[src/sv/assert_macros.svh]
// Assertion macros shared by the RTL
`ifndef ASSERT_MACROS_SVH
`define ASSERT_MACROS_SVH

// check on every clock edge outside reset
`define MSRM_ASSERT(label, prop, msg) \
   label: assert property (@(posedge clock) disable iff (reset) prop) \
      else $error(msg);

// check on every clock edge, reset included
`define MSRM_ASSERT_ALWAYS(label, prop, msg) \
   label: assert property (@(posedge clock) prop) \
      else $error(msg);

`endif

[src/sv/msrm_pkg.sv]
// Shared constants, types and functions of the masked SSD RMS metric
package msrm_pkg;

   localparam int SAMPLE_BITS = 16;
   localparam int VOXEL_BITS  = 21;
   localparam int METRIC_BITS = 44;
   localparam int ACC_BITS    = 64;
   localparam int TERM_BITS   = 40;
   localparam int ROOT_BITS   = 48;
   localparam int QUO_BITS    = 96;
   localparam int PADDR_BITS  = 3;
   localparam int QUEUE_DEPTH = 2;
   localparam int DIGIT_BITS  = 16;
   localparam int DIV_SHIFT   = 31;

   localparam logic [VOXEL_BITS-1:0]  MAX_VOXELS  = 21'd1048576;
   localparam logic [METRIC_BITS-1:0] METRIC_MAX  = '1;
   localparam logic [7:0]             FULL_WEIGHT = 8'd255;
   localparam logic [7:0]             DIV_CONST   = 8'd255;
   // ceil(2^DIV_SHIFT / 255): exact quotient for every 24-bit partial dividend
   localparam logic [23:0]            DIV_RECIP   = 24'd8421505;

   localparam logic REG_VOXEL_COUNT = 1'b0;
   localparam logic REG_MASK_ENABLE = 1'b1;

   typedef struct packed {
      logic [ACC_BITS-1:0] acc;
      logic                sat;
   } msrm_img_type;

   function automatic logic signed [16:0] sample_ext(input logic [15:0] raw);
      sample_ext = $signed({{(17-SAMPLE_BITS){raw[SAMPLE_BITS-1]}}, raw[SAMPLE_BITS-1:0]});
   endfunction

endpackage

[src/sv/msrm_if.sv]
// Request and response channel interfaces
interface msrm_req_if;
   logic               valid;
   logic               ready;
   logic signed [15:0] target_sample;
   logic signed [15:0] source_sample;
   logic [7:0]         mask_weight;
   logic               last_element;

   modport source (output valid, target_sample, source_sample, mask_weight, last_element,
                   input ready);
   modport sink (input valid, target_sample, source_sample, mask_weight, last_element,
                 output ready);
endinterface

interface msrm_rsp_if;
   logic        valid;
   logic        ready;
   logic [43:0] metric_value;
   logic        overflow_flag;

   modport source (output valid, metric_value, overflow_flag, input ready);
   modport sink (input valid, metric_value, overflow_flag, output ready);
endinterface

[src/sv/masked_ssd_rms_metric.sv]
// Masked SSD RMS metric: top level with register port and assertions
//
// req_bus carries one sample pair per transfer (target, source, mask weight,
// last flag); rsp_bus returns one metric per image, sent after the transfer
// marked last. The accumulated sum becomes floor(65536*sqrt(sum/255)/count)
// with an overflow flag telling whether the 64-bit sum saturated.
// Throughput: one sample transfer per cycle while req_bus.ready is high. The
// front end is a three-stage multiply pipeline feeding the accumulator; a
// two-entry queue hands each finished image sum to the back end.
// After the transfer marked last, the sum goes through the pipeline, the
// queue, division by 255 sixteen bits at a time, square root and division
// by the voxel count before rsp_bus.valid rises.
// The back end takes a new image sum only when idle; images arriving sooner
// fill the queue and req_bus.ready then drops until the back end takes one.
// A stalled rsp_bus holds the result in its output register; the back end
// finishes the next image and waits behind it.
// Reset clears the accumulator, queue and output; voxel_count resets to 1
// and mask_enable to 0 (weight 255). Write registers only when idle.
`include "assert_macros.svh"

module masked_ssd_rms_metric (
   input  logic                           clock,
   input  logic                           reset,
   msrm_req_if.sink                       req_bus,
   msrm_rsp_if.source                     rsp_bus,
   input  logic                           psel,
   input  logic                           penable,
   input  logic                           pwrite,
   input  logic [msrm_pkg::PADDR_BITS-1:0] paddr,
   input  logic [31:0]                    pwdata,
   output logic [31:0]                    prdata,
   output logic                           pready
);
   import msrm_pkg::*;

   logic [VOXEL_BITS-1:0] voxel_count_ff;
   logic                  mask_enable_ff;
   logic                  csr_wr;
   logic                  count_wr;
   logic [VOXEL_BITS-1:0] count_wdata;
   msrm_img_type          push_img, head_img;
   logic                  q_push, q_full, q_avail, q_pop;

   assign pready      = 1'b1;
   assign csr_wr      = psel && penable && pwrite;
   assign count_wr    = csr_wr && (paddr[2] == REG_VOXEL_COUNT);
   assign count_wdata = pwdata[VOXEL_BITS-1:0];
   assign prdata = (paddr[2] == REG_MASK_ENABLE) ? {31'd0, mask_enable_ff} :
                   {{(32-VOXEL_BITS){1'b0}}, voxel_count_ff};

   always_ff @(posedge clock) begin
      if (reset) begin
         voxel_count_ff <= VOXEL_BITS'(1);
         mask_enable_ff <= 1'b0;
      end else if (csr_wr) begin
         if (paddr[2] == REG_VOXEL_COUNT) begin
            voxel_count_ff <= count_wdata;
         end else begin
            mask_enable_ff <= pwdata[0];
         end
      end
   end

   msrm_front u_front (
      .clock       (clock),
      .reset       (reset),
      .req         (req_bus),
      .mask_enable (mask_enable_ff),
      .img         (push_img),
      .img_push    (q_push),
      .q_full      (q_full)
   );

   msrm_fifo u_fifo (
      .clock   (clock),
      .reset   (reset),
      .wr_data (push_img),
      .push    (q_push),
      .full    (q_full),
      .rd_data (head_img),
      .avail   (q_avail),
      .pop     (q_pop)
   );

   msrm_back u_back (
      .clock       (clock),
      .reset       (reset),
      .img         (head_img),
      .img_avail   (q_avail),
      .img_pop     (q_pop),
      .voxel_count (voxel_count_ff),
      .rsp         (rsp_bus)
   );

   `MSRM_ASSERT(a_no_push_when_full, q_push |-> !q_full, "push into full queue")
   `MSRM_ASSERT(a_no_pop_when_empty, q_pop |-> q_avail, "pop from empty queue")
   `MSRM_ASSERT(a_count_write, count_wr |=> voxel_count_ff == $past(count_wdata), "lost write")
   `MSRM_ASSERT_ALWAYS(a_reset_clears_rsp, reset |=> !rsp_bus.valid, "response valid after reset")

endmodule

[src/sv/msrm_front.sv]
// Front end: squared weighted difference pipeline and 64-bit saturating accumulator
module msrm_front (
   input  logic                  clock,
   input  logic                  reset,
   msrm_req_if.sink              req,
   input  logic                  mask_enable,
   output msrm_pkg::msrm_img_type img,
   output logic                  img_push,
   input  logic                  q_full
);
   import msrm_pkg::*;

   logic                  p1_v_ff, p2_v_ff, p3_v_ff;
   logic                  p1_last_ff, p2_last_ff, p3_last_ff;
   logic [15:0]           p1_ad_ff;
   logic [7:0]            p1_w_ff, p2_w_ff;
   logic [31:0]           p2_sq_ff;
   logic [TERM_BITS-1:0]  p3_term_ff;
   logic [ACC_BITS-1:0]   acc_ff, acc_in;
   logic                  sat_ff, sat_in;

   logic                  advance;
   logic signed [16:0]    diff;
   logic [16:0]           diff_abs;
   logic [7:0]            w_sel;
   logic [31:0]           sq;
   logic [TERM_BITS-1:0]  term;
   logic [ACC_BITS:0]     sum;
   logic [ACC_BITS-1:0]   acc_sum;
   logic                  sat_sum;

   assign advance   = !(p3_v_ff && p3_last_ff && q_full);
   assign req.ready = advance;

   assign diff     = sample_ext(req.target_sample) - sample_ext(req.source_sample);
   assign diff_abs = diff[16] ? (~diff + 17'd1) : diff;
   assign w_sel    = mask_enable ? req.mask_weight : FULL_WEIGHT;
   assign sq       = p1_ad_ff * p1_ad_ff;
   assign term     = p2_sq_ff * p2_w_ff;

   assign sum     = {1'b0, acc_ff} + {{(ACC_BITS+1-TERM_BITS){1'b0}}, p3_term_ff};
   assign acc_sum = sum[ACC_BITS] ? '1 : sum[ACC_BITS-1:0];
   assign sat_sum = sat_ff | sum[ACC_BITS];

   assign img.acc  = acc_sum;
   assign img.sat  = sat_sum;
   assign img_push = advance && p3_v_ff && p3_last_ff;

   always_comb begin
      acc_in = acc_ff;
      sat_in = sat_ff;
      if (advance && p3_v_ff) begin
         acc_in = p3_last_ff ? '0 : acc_sum;
         sat_in = p3_last_ff ? 1'b0 : sat_sum;
      end
   end

   always_ff @(posedge clock) begin
      if (reset) begin
         p1_v_ff <= 1'b0;
         p2_v_ff <= 1'b0;
         p3_v_ff <= 1'b0;
         acc_ff  <= '0;
         sat_ff  <= 1'b0;
      end else begin
         acc_ff <= acc_in;
         sat_ff <= sat_in;
         if (advance) begin
            p1_v_ff <= req.valid;
            p2_v_ff <= p1_v_ff;
            p3_v_ff <= p2_v_ff;
         end
      end
   end

   always_ff @(posedge clock) begin
      if (advance) begin
         p1_ad_ff   <= diff_abs[15:0];
         p1_w_ff    <= w_sel;
         p1_last_ff <= req.last_element;
         p2_sq_ff   <= sq;
         p2_w_ff    <= p1_w_ff;
         p2_last_ff <= p1_last_ff;
         p3_term_ff <= term;
         p3_last_ff <= p2_last_ff;
      end
   end

endmodule

[src/sv/msrm_fifo.sv]
// Two-entry queue of finished image sums between front and back end
module msrm_fifo (
   input  logic                  clock,
   input  logic                  reset,
   input  msrm_pkg::msrm_img_type wr_data,
   input  logic                  push,
   output logic                  full,
   output msrm_pkg::msrm_img_type rd_data,
   output logic                  avail,
   input  logic                  pop
);
   import msrm_pkg::*;

   msrm_img_type mem_ff [QUEUE_DEPTH];
   logic         wr_ptr_ff, rd_ptr_ff;
   logic [1:0]   count_ff, count_in;

   assign full    = (count_ff == 2'(QUEUE_DEPTH));
   assign avail   = (count_ff != 2'd0);
   assign rd_data = mem_ff[rd_ptr_ff];

   always_comb begin
      count_in = count_ff;
      if (push && !pop) begin
         count_in = count_ff + 2'd1;
      end else if (pop && !push) begin
         count_in = count_ff - 2'd1;
      end
   end

   always_ff @(posedge clock) begin
      if (reset) begin
         wr_ptr_ff <= 1'b0;
         rd_ptr_ff <= 1'b0;
         count_ff  <= 2'd0;
      end else begin
         count_ff <= count_in;
         if (push) begin
            wr_ptr_ff <= ~wr_ptr_ff;
         end
         if (pop) begin
            rd_ptr_ff <= ~rd_ptr_ff;
         end
      end
   end

   always_ff @(posedge clock) begin
      if (push) begin
         mem_ff[wr_ptr_ff] <= wr_data;
      end
   end

endmodule

[src/sv/msrm_back.sv]
// Back end: divide by 255, integer square root, divide by voxel count
module msrm_back (
   input  logic                           clock,
   input  logic                           reset,
   input  msrm_pkg::msrm_img_type         img,
   input  logic                           img_avail,
   output logic                           img_pop,
   input  logic [msrm_pkg::VOXEL_BITS-1:0] voxel_count,
   msrm_rsp_if.source                     rsp
);
   import msrm_pkg::*;

   localparam logic [2:0] ST_IDLE = 3'd0;
   localparam logic [2:0] ST_DIV  = 3'd1;
   localparam logic [2:0] ST_SQRT = 3'd2;
   localparam logic [2:0] ST_DIVN = 3'd3;
   localparam logic [2:0] ST_DONE = 3'd4;

   logic [2:0]             state_ff, state_in;
   logic [6:0]             cnt_ff, cnt_in;
   logic [QUO_BITS-1:0]    quo_ff, quo_in;
   logic [7:0]             rem_ff, rem_in;
   logic [49:0]            srem_ff, srem_in;
   logic [ROOT_BITS-1:0]   root_ff, root_in;
   logic [VOXEL_BITS-1:0]  nrem_ff, nrem_in;
   logic                   sat_ff, sat_in;
   logic                   rsp_v_ff, rsp_v_in;
   logic [METRIC_BITS-1:0] rsp_metric_ff;
   logic                   rsp_ovf_ff;

   logic [23:0]            div_cur, div_diff;
   logic [47:0]            div_prod;
   logic [DIGIT_BITS-1:0]  div_q;
   logic [51:0]            sq_cur, sq_trial, sq_diff;
   logic                   sq_ge;
   logic                   n_zero;
   logic [VOXEL_BITS-1:0]  n_eff;
   logic [VOXEL_BITS:0]    dn_cur, dn_diff;
   logic                   dn_ge;
   logic                   out_free, load_out;
   logic [METRIC_BITS-1:0] metric;

   assign div_cur  = {rem_ff, quo_ff[QUO_BITS-1 -: DIGIT_BITS]};
   assign div_prod = div_cur * DIV_RECIP;
   assign div_q    = div_prod[DIV_SHIFT +: DIGIT_BITS];
   assign div_diff = div_cur - {div_q, 8'd0} + {8'd0, div_q};

   assign sq_cur   = {srem_ff, quo_ff[QUO_BITS-1:QUO_BITS-2]};
   assign sq_trial = {2'b00, root_ff, 2'b01};
   assign sq_ge    = sq_cur >= sq_trial;
   assign sq_diff  = sq_cur - sq_trial;

   assign n_zero  = (voxel_count == '0);
   assign n_eff   = (voxel_count > MAX_VOXELS) ? MAX_VOXELS : voxel_count;
   assign dn_cur  = {nrem_ff, root_ff[ROOT_BITS-1]};
   assign dn_ge   = dn_cur >= {1'b0, n_eff};
   assign dn_diff = dn_cur - {1'b0, n_eff};

   assign out_free = !rsp_v_ff || rsp.ready;
   assign load_out = (state_ff == ST_DONE) && out_free;
   assign metric   = (n_zero || (root_ff[ROOT_BITS-1:METRIC_BITS] != '0)) ?
                     METRIC_MAX : root_ff[METRIC_BITS-1:0];
   assign img_pop  = (state_ff == ST_IDLE) && img_avail;

   assign rsp.valid         = rsp_v_ff;
   assign rsp.metric_value  = rsp_metric_ff;
   assign rsp.overflow_flag = rsp_ovf_ff;

   always_comb begin
      state_in = state_ff;
      cnt_in   = cnt_ff;
      quo_in   = quo_ff;
      rem_in   = rem_ff;
      srem_in  = srem_ff;
      root_in  = root_ff;
      nrem_in  = nrem_ff;
      sat_in   = sat_ff;
      rsp_v_in = load_out ? 1'b1 : (rsp_v_ff && !rsp.ready);
      case (state_ff)
         ST_IDLE: begin
            if (img_avail) begin
               quo_in   = {img.acc, 32'd0};
               rem_in   = '0;
               sat_in   = img.sat;
               cnt_in   = 7'(QUO_BITS / DIGIT_BITS - 1);
               state_in = ST_DIV;
            end
         end
         ST_DIV: begin
            rem_in = div_diff[7:0];
            quo_in = {quo_ff[QUO_BITS-DIGIT_BITS-1:0], div_q};
            if (cnt_ff == '0) begin
               srem_in  = '0;
               root_in  = '0;
               cnt_in   = 7'(ROOT_BITS - 1);
               state_in = ST_SQRT;
            end else begin
               cnt_in = cnt_ff - 7'd1;
            end
         end
         ST_SQRT: begin
            srem_in = sq_ge ? sq_diff[49:0] : sq_cur[49:0];
            root_in = {root_ff[ROOT_BITS-2:0], sq_ge};
            quo_in  = {quo_ff[QUO_BITS-3:0], 2'b00};
            if (cnt_ff == '0) begin
               nrem_in  = '0;
               cnt_in   = 7'(ROOT_BITS - 1);
               state_in = ST_DIVN;
            end else begin
               cnt_in = cnt_ff - 7'd1;
            end
         end
         ST_DIVN: begin
            nrem_in = dn_ge ? dn_diff[VOXEL_BITS-1:0] : dn_cur[VOXEL_BITS-1:0];
            root_in = {root_ff[ROOT_BITS-2:0], dn_ge};
            if (cnt_ff == '0) begin
               state_in = ST_DONE;
            end else begin
               cnt_in = cnt_ff - 7'd1;
            end
         end
         ST_DONE: begin
            if (out_free) begin
               state_in = ST_IDLE;
            end
         end
         default: begin
            state_in = ST_IDLE;
         end
      endcase
   end

   always_ff @(posedge clock) begin
      if (reset) begin
         state_ff <= ST_IDLE;
         cnt_ff   <= '0;
         rsp_v_ff <= 1'b0;
      end else begin
         state_ff <= state_in;
         cnt_ff   <= cnt_in;
         rsp_v_ff <= rsp_v_in;
      end
   end

   always_ff @(posedge clock) begin
      quo_ff  <= quo_in;
      rem_ff  <= rem_in;
      srem_ff <= srem_in;
      root_ff <= root_in;
      nrem_ff <= nrem_in;
      sat_ff  <= sat_in;
      if (load_out) begin
         rsp_metric_ff <= metric;
         rsp_ovf_ff    <= sat_ff;
      end
   end

endmodule
[src/flat_wrapper.sv]
// flat-port wrapper written by rule: the top's interface ports become plain ports
module masked_ssd_rms_metric_flat import msrm_pkg::*;
  (clock, reset, psel, penable, pwrite, paddr, pwdata, prdata, pready, req_bus_valid, req_bus_target_sample, req_bus_source_sample, req_bus_mask_weight, req_bus_last_element, req_bus_ready, rsp_bus_valid, rsp_bus_metric_value, rsp_bus_overflow_flag, rsp_bus_ready);
  msrm_req_if req_bus_i ();
  msrm_rsp_if rsp_bus_i ();
  input  logic clock;
  input  logic reset;
  input  logic psel;
  input  logic penable;
  input  logic pwrite;
  input  logic [msrm_pkg::PADDR_BITS-1:0] paddr;
  input  logic [31:0] pwdata;
  output logic [31:0] prdata;
  output logic pready;
  input wire logic [$bits(req_bus_i.valid)-1:0] req_bus_valid;
  input wire logic [$bits(req_bus_i.target_sample)-1:0] req_bus_target_sample;
  input wire logic [$bits(req_bus_i.source_sample)-1:0] req_bus_source_sample;
  input wire logic [$bits(req_bus_i.mask_weight)-1:0] req_bus_mask_weight;
  input wire logic [$bits(req_bus_i.last_element)-1:0] req_bus_last_element;
  output wire logic [$bits(req_bus_i.ready)-1:0] req_bus_ready;
  output wire logic [$bits(rsp_bus_i.valid)-1:0] rsp_bus_valid;
  output wire logic [$bits(rsp_bus_i.metric_value)-1:0] rsp_bus_metric_value;
  output wire logic [$bits(rsp_bus_i.overflow_flag)-1:0] rsp_bus_overflow_flag;
  input wire logic [$bits(rsp_bus_i.ready)-1:0] rsp_bus_ready;
  assign req_bus_i.valid = req_bus_valid;
  assign req_bus_i.target_sample = req_bus_target_sample;
  assign req_bus_i.source_sample = req_bus_source_sample;
  assign req_bus_i.mask_weight = req_bus_mask_weight;
  assign req_bus_i.last_element = req_bus_last_element;
  assign req_bus_ready = req_bus_i.ready;
  assign rsp_bus_valid = rsp_bus_i.valid;
  assign rsp_bus_metric_value = rsp_bus_i.metric_value;
  assign rsp_bus_overflow_flag = rsp_bus_i.overflow_flag;
  assign rsp_bus_i.ready = rsp_bus_ready;
  masked_ssd_rms_metric u_core (.clock(clock), .reset(reset), .req_bus(req_bus_i), .rsp_bus(rsp_bus_i), .psel(psel), .penable(penable), .pwrite(pwrite), .paddr(paddr), .pwdata(pwdata), .prdata(prdata), .pready(pready));
endmodule
[config.mk]
export PLATFORM = sky130hd
export DESIGN_NAME = masked_ssd_rms_metric_flat
export DESIGN_NICKNAME = d
export VERILOG_FILES = /design/src/sv/msrm_pkg.sv /design/src/sv/msrm_if.sv /design/src/sv/masked_ssd_rms_metric.sv /design/src/sv/msrm_front.sv /design/src/sv/msrm_fifo.sv /design/src/sv/msrm_back.sv /design/src/flat_wrapper.sv
export VERILOG_INCLUDE_DIRS = /design/src /design/src/sv
export SDC_FILE = /design/constraint.sdc
export NUM_CORES = 2
export LEC_CHECK = 0
export ABC_AREA = 0
export BUFFER_PORTS_ARGS = -buffer_cell sky130_fd_sc_hd__buf_2
export CORE_MARGIN = 2
export CORE_UTILIZATION = 23
export CTS_CLUSTER_DIAMETER = 30
export CTS_CLUSTER_SIZE = 28
export DETAILED_ROUTE_END_ITERATION = 16
export MAX_ROUTING_LAYER = met4
export SYNTH_ARGS = -nofsm -noshare
export SYNTH_HDL_FRONTEND = slang
export SYNTH_SLANG_ARGS = --single-unit
export TNS_END_PERCENT = 100
[constraint.sdc]
create_clock -name clock -period 17.29 [get_ports clock]
set_input_delay 0 -clock clock [delete_from_list [all_inputs] [get_ports clock]]
set_output_delay 0 -clock clock [all_outputs]
set_load 0.005 [all_outputs]
Word level (Yosys, flattened, before mapping)
Memories as Yosys holds them, arrays and structs flattened. A register that Yosys moved wholly into a read port is not among the register bits.
Cells that the tools add are included.
{ "op_classes": {"reduce_logical": 41, "multipliers": 3, "n_shift": 0, "n_mux": 35, "n_bitwise": 5, "n_lt_le_gt_ge": 3, "n_eq_ne": 11, "n_addsub": 10, "div_mod_pow": 0} }
{ "ops": {"columns": ["operator", "n"], "rows": [
  ["96-bit one-hot mux with 3 select lines", 1],
  ["48-bit one-hot mux with 3 select lines", 1],
  ["64-bit two-way mux", 2],
  ["50-bit two-way mux", 2],
  ["50-bit one-hot mux with 2 select lines", 1],
  ["96-bit two-way mux", 1],
  ["21-bit two-way mux", 4],
  ["64-bit by 40-bit adder with 65-bit output", 1],
  ["52-bit by 50-bit greater-or-equal comparator with 1-bit output", 1],
  ["50-bit subtractor", 1],
  ["48-bit two-way mux", 1],
  ["24-bit by 24-bit multiplier with 47-bit output (second input constant)", 1],
  ["21-bit one-hot mux with 2 select lines", 1],
  ["32-bit by 8-bit multiplier with 40-bit output", 1],
  ["16-bit by 16-bit multiplier with 32-bit output", 1],
  ["22-bit by 21-bit greater-or-equal comparator with 1-bit output", 1],
  ["21-bit greater-than comparator (second input constant)", 1],
  ["21-bit zero test", 1],
  ["7-bit two-way mux", 3],
  ["7-bit one-hot mux with 3 select lines", 1],
  ["21-bit subtractor", 1],
  ["16-bit by 16-bit subtractor with 17-bit output", 1],
  ["16-bit by 1-bit adder with 16-bit output (second input constant)", 1],
  ["16-bit two-way mux", 1],
  ["31 further kinds", 77]
]} }
{ "totals": {"word_cells": 138, "romBits": 0, "in_bits": 83, "ram_bits": 130, "ff_bits": 481, "latch_bits": 0, "output_inout_bits": 80, "memories": 1} }
{ "memory_table": {"columns": ["memory", "words", "width", "read_ports", "rd_ports_with_merged_regs", "write_ports", "line", "text"], "rows": [
  ["u_core.u_fifo.mem_ff", 2, 65, 1, 1, 1, "msrm_fifo.sv:14", "msrm_img_type mem_ff [QUEUE_DEPTH];"]
]} }

Depth between registers and ports, before layout
{ "logic_depth": {"depth_word": 9, "depth_mapped": 26, "ltp_nobuf": 26} }

By module
Synthesis repeated with hierarchy kept, for this count alone.
{ "unflattened": {"cells_unflattened": 5083, "hier_area_um2": 50754.9} }
{ "by_module_without_submodules": {"columns": ["mod", "instances", "cells_each", "seq_area_each_um2", "area_each_um2"], "rows": [
  ["msrm_front", 1, 2751, 4544.4, 24785.0],
  ["msrm_back", 1, 1974, 8298.0, 19800.2],
  ["msrm_fifo", 1, 224, 4003.8, 4914.7],
  ["masked_ssd_rms_metric", 1, 134, 440.4, 1255.0]
]} }

Least setup slack after synthesis
No wires, ideal clock.
{ "synth_timing": {"path_kind": "flip-flop to flip-flop", "from": "register u_core.u_back.state_ff[1]", "to": "register u_core.u_back.quo_ff[0] (enable)", "path_stages_with_launch": 4, "path_slack_ps": 8808, "n_path_buf": 1, "setup_ps": 693, "t_required_ps": 16597, "arrival_ps": 7789, "period_less_slack_ps": 8482, "path_cell_list": "dfxtp_1 > clkbuf_1 > nor4_1 > a211oi_1"} }
{ "synth_between": {"elab_chain_len": 3, "elab_cells_between_ends": 6, "cone_classes": "3 x eq/ne; 3 x reduce/logical"} }
{ "synth_lines": {"columns": ["item", "line", "text"], "rows": [
  ["start: declaration", "msrm_back.sv:19", "logic [2:0] state_ff, state_in;"],
  ["start signal: assignment", "msrm_back.sv:139", "state_ff <= state_in;"],
  ["3-bit by 2-bit equality test with 1-bit output, or another cell as far along", "msrm_back.sv:79", "case (state_ff)"],
  ["3-bit nonzero test (no line) or 2-bit inequality test (tied branches)", null, null],
  ["2-bit AND reduction (no line) *", null, null],
  ["end signal: assignment", "msrm_back.sv:146", "quo_ff <= quo_in;"],
  ["end: declaration", "msrm_back.sv:21", "logic [QUO_BITS-1:0] quo_ff, quo_in;"]
]} }
Every way passes the cells marked *; elsewhere a longest branch is shown, timed or not.
A chain may end at the register's enable or synchronous reset.

Worst setup path in the final report
{ "layout_timing": {"from": "register u_core.u_front.p1_ad_ff[4]", "to": "register u_core.u_front.p2_sq_ff[31] (data pin)"} }
{ "layout_between": {"elab_chain_len": 1} }
{ "layout_lines": {"columns": ["item", "line", "text"], "rows": [
  ["start: declaration", "msrm_front.sv:15", "logic [15:0] p1_ad_ff;"],
  ["start signal: assignment", "msrm_front.sv:78", "p1_ad_ff <= diff_abs[15:0];"],
  ["16-bit by 16-bit multiplier with 32-bit output", "msrm_front.sv:38", "assign sq = p1_ad_ff * p1_ad_ff;"],
  ["named net u_core.u_front.sq[31]", "msrm_front.sv:26", "logic [31:0] sq;"],
  ["end signal: assignment", "msrm_front.sv:81", "p2_sq_ff <= sq;"],
  ["end: declaration", "msrm_front.sv:17", "logic [31:0] p2_sq_ff;"]
]} }
The timed path passes the listed nets, and every way through them passes these cells.

==> results.yml <==
status:
  outcome: "finished, final reports clean"
placed_design:
  post-dp-hpwl_mm: 87.43
  numPortBuffers: 137
  pre_cts_slack_ns: 9.994
  dpl.cell_count: 7837
  place_congestion: 0.8944
drt:
  viasPerCell: 4.459
  first_iter_violations: 2379
  final_antenna_net_count: 0
  num_vias: 36550
  drc: 0
  drt_pre_antenna_iters: 5
  drt_wl_total_mm: 119.2
  wl_per_cell_um: 14.54
clock_network:
  cts_buffer_depth: 3
  h-tree-depth: 4
  post_cts_buffers: 0
  cts_tree: "built"
  clock_sinks: 611
  clock_latency_ns: 0.74
  root_buffer: "clkbuf_16"
  numCtsBuffers: 136
  clkTransAtPathRegs_ns: 0.04
timing:
  finClkSkew_ns: 0.05946
  period_share: 0.4213
  final_hold_viol_count: 0
  max_slew_margin: 0.1856
  finalWorstSetupSlack_ns: 10.01
  maxSlewViolCount: 0
  setup_viol: 0
  tightest_slew_ns: 1.222
  tns_ns: 0
  period_minus_slack_ns: 7.283
  max_freq_mhz: 137.3
  rsz0062_at_grt: "false"
die:
  core-area_um2: 216500
  rows: 171
  die_width_um: 470.0
  io_pins: 163
  chipHeight_um: 470.0
  start_util: 0.2307
  dieArea_um2: 220900
global_routing:
  groute.usage.overall: 0.1100
  antenna_found_initial: 5
  grt_first_pass_wirelength_mm: 195.6
  grt_start_max_net_pins: 94
  grt_pass1_vias: 38120
  overflow: 0
critical_path:
  cp.depth: 22
  cpMaxStageDelayCell: "edfxtp_1"
  path_max_fanout: 18
  max_stage_delay_ns: 0.73
  endpoint: "u_core.u_front.p2_sq_ff[31]"
  required_ns: 17.74
  cp_cell_sequence: "nand2_1 -> inv_1 -> fa_1 -> inv_1 -> fa_1 -> inv_1 -> fa_1 -> fa_1 -> fa_1 -> inv_1 -> fa_1 -> inv_1 -> ha_1 -> a211o_1 -> a311o_1 -> a41oi_1 -> o21ai_0 -> a31oi_1 -> a21oi_1 -> a21o_1 -> a21oi_1 -> xnor2_1"
  cp-end-kind: "register"
  crit_start: "u_core.u_front.p1_ad_ff[4]"
  critPathLaunchType: "register"
  critPathTopFamily: "adder cells"
  ff2ff_setup_slack_ns: 10.01
  crit_type: "reg -> reg"
  r2r_cells: 22
  critPathBufInv: 5
  rr_startpoint: "u_core.u_front.p1_ad_ff[4]"
  arrival_ns: 7.73
  critPathMostFrequentCell: "fa_1"
  reg2reg_to: "u_core.u_front.p2_sq_ff[31]"
hold_path:
  hp-class: "in -> reg"
  hold_start: "pwdata[0]"
finish:
  final_common_cell: "inv_1"
  antennaDiodeCount: 0
  final_util: 0.2764
  layout-drive-gt1-share: 0.09001
  final_cells: 8198
  final_cell_mix: "inv_1, edfxtp_1, ha_1, nand2_1, fa_1"
  areaGrowthSynthToFinish_pct: 19.80
  fill_cells: 22550
  nets: 6137
synthesis:
  syn_avg_cell_area_um2: 9.944
  yosys_register_bits: 611
  syn_inst: 5023
  synth_edf_count: 505
  ys_seq_area_frac: 0.3461
  synthFlopType: "edfxtp_1"
  yosysUniqueCellTypes: 89
  synth_area_um2: 49950
  ys_warn_count: 0
  ys_async_sr_fraction: 0
run:
  cap_viol_max_count: 0
[registers in the layout (all words and copies together), names as in the netlist, 2 cells and up, named ones only]
| signal | count |
|---|---|
| u_core.u_front.p2_sq_ff | 31 |
| u_core.u_back.root_ff | 48 |
| u_core.u_back.nrem_ff | 21 |
| u_core.u_front.p3_term_ff | 40 |
| u_core.u_back.srem_ff | 50 |
| u_core.u_back.state_ff | 3 |
| u_core.u_front.p1_ad_ff | 16 |
| u_core.u_fifo.mem_ff | 130 |
| u_core.u_back.cnt_ff | 7 |
| u_core.u_back.quo_ff | 96 |
| u_core.u_back.rem_ff | 8 |
| u_core.voxel_count_ff | 21 |
| u_core.u_front.p2_w_ff | 8 |
| u_core.u_front.p1_w_ff | 8 |
| u_core.u_back.rsp.metric_value | 44 |
| u_core.u_fifo.count_ff | 2 |
| u_core.u_front.acc_ff | 64 |
[timing repair]
item / CTS / global route
endpoints found under the hold margin: 61 / 0
hold buffers: 108 / 0
gates resized for setup: 0 / 0
[per-layer routing]
metal / GRT usage / wire, um
met4: 0.03462 / 2817
met5: - / 0
met3: 0.01623 / 5197
met1: 0.1375 / 54370
met2: 0.1825 / 56790
[synthesized netlist by cell type, types with 12 or more instances]
cell	instances	area, um^2
a211oi_1	40	300.3
a21o_1	99	743.2
a21oi_1	267	1336
a22o_1	40	350.3
a22oi_1	90	675.7
a31oi_1	33	206.5
and2_1	192	1201
and3_1	30	187.7
buf_2	14	70.07
buf_4	12	90.09
clkbuf_1	185	694.4
dfxtp_1	106	2122
edfxtp_1	505	15160
fa_1	358	7167
ha_1	467	5843
inv_1	628	2357
mux2i_1	101	1011
nand2_1	436	1637
nand2b_1	86	538.0
nand3_1	61	305.3
nand4_1	42	262.8
nor2_1	351	1318
nor2b_1	54	337.8
nor3_1	52	260.3
nor4_1	20	125.1
o211ai_1	15	112.6
o21a_1	29	217.7
o21ai_0	201	1006
o21bai_1	21	157.7
o31ai_1	40	300.3
o41ai_1	12	105.1
or2_2	21	131.4
or3_1	15	93.84
xnor2_1	144	1261
xor2_1	83	727.0
[worst min-delay path, delay by kind of cell]
| kind | cells | cell delay (ns) |
|---|---|---|
| buffers and inverters | 2 | 0.64 |
| muxes | 1 | 0.06 |
| and+or+nand+nor | 1 | 0.07 |
[area by class of cell]
cell class	instances	area [um^2]	area share
Multi-Input combinational cell	3573	29530	0.4934
Sequential cell	611	17290	0.2890
Clock buffer	156	3659	0.06114
Tap cell	2854	3571	0.05968
Inverter	628	2357	0.03939
Timing Repair Buffer	279	2022	0.03379
Clock inverter	97	1413	0.02361
[cells by family (layout without fill, tap and decap cells)]
kind of cell / Yosys count / after routing / synth area share
buf+inv: 851 / 1160 / 0.06553
simple gates: 1397 / 1397 / 0.1344
mux: 107 / 107 / 0.02159
xor+xnor: 227 / 227 / 0.03980
compound gates: 1003 / 1003 / 0.1320
fa+ha+maj: 825 / 825 / 0.2605
flops: 611 / 611 / 0.3461
other cells: 2 / 14 / 0.0001504
[worst min-delay path by stage]
stage                                      endpoint  slack [ns]  cells after the start
after global routing      u_core.u_front.p1_w_ff[1]        0.10                      3
after detailed placement  u_core.u_front.p1_last_ff        0.25                      1
final                         u_core.mask_enable_ff        0.08                      4
after floorplan           u_core.u_front.p1_last_ff         0.1                      0
after CTS                     u_core.mask_enable_ff        0.02                      4
after global placement       u_core.u_front.p1_v_ff        0.24                      3
[stage by stage]
stage / area, um^2 / hold WS, ns
floorplan: 49990 / 0.09887
detailed placement: 53690 / 0.2453
global route: 59840 / 0.1023
CTS: 59840 / 0.01695
finish: 59840 / 0.07908
global placement: 53690 / 0.2406
Power is left out: the tool's default activity adds up to more than one toggle a clock period on the data nets, which glitch-free logic cannot reach.
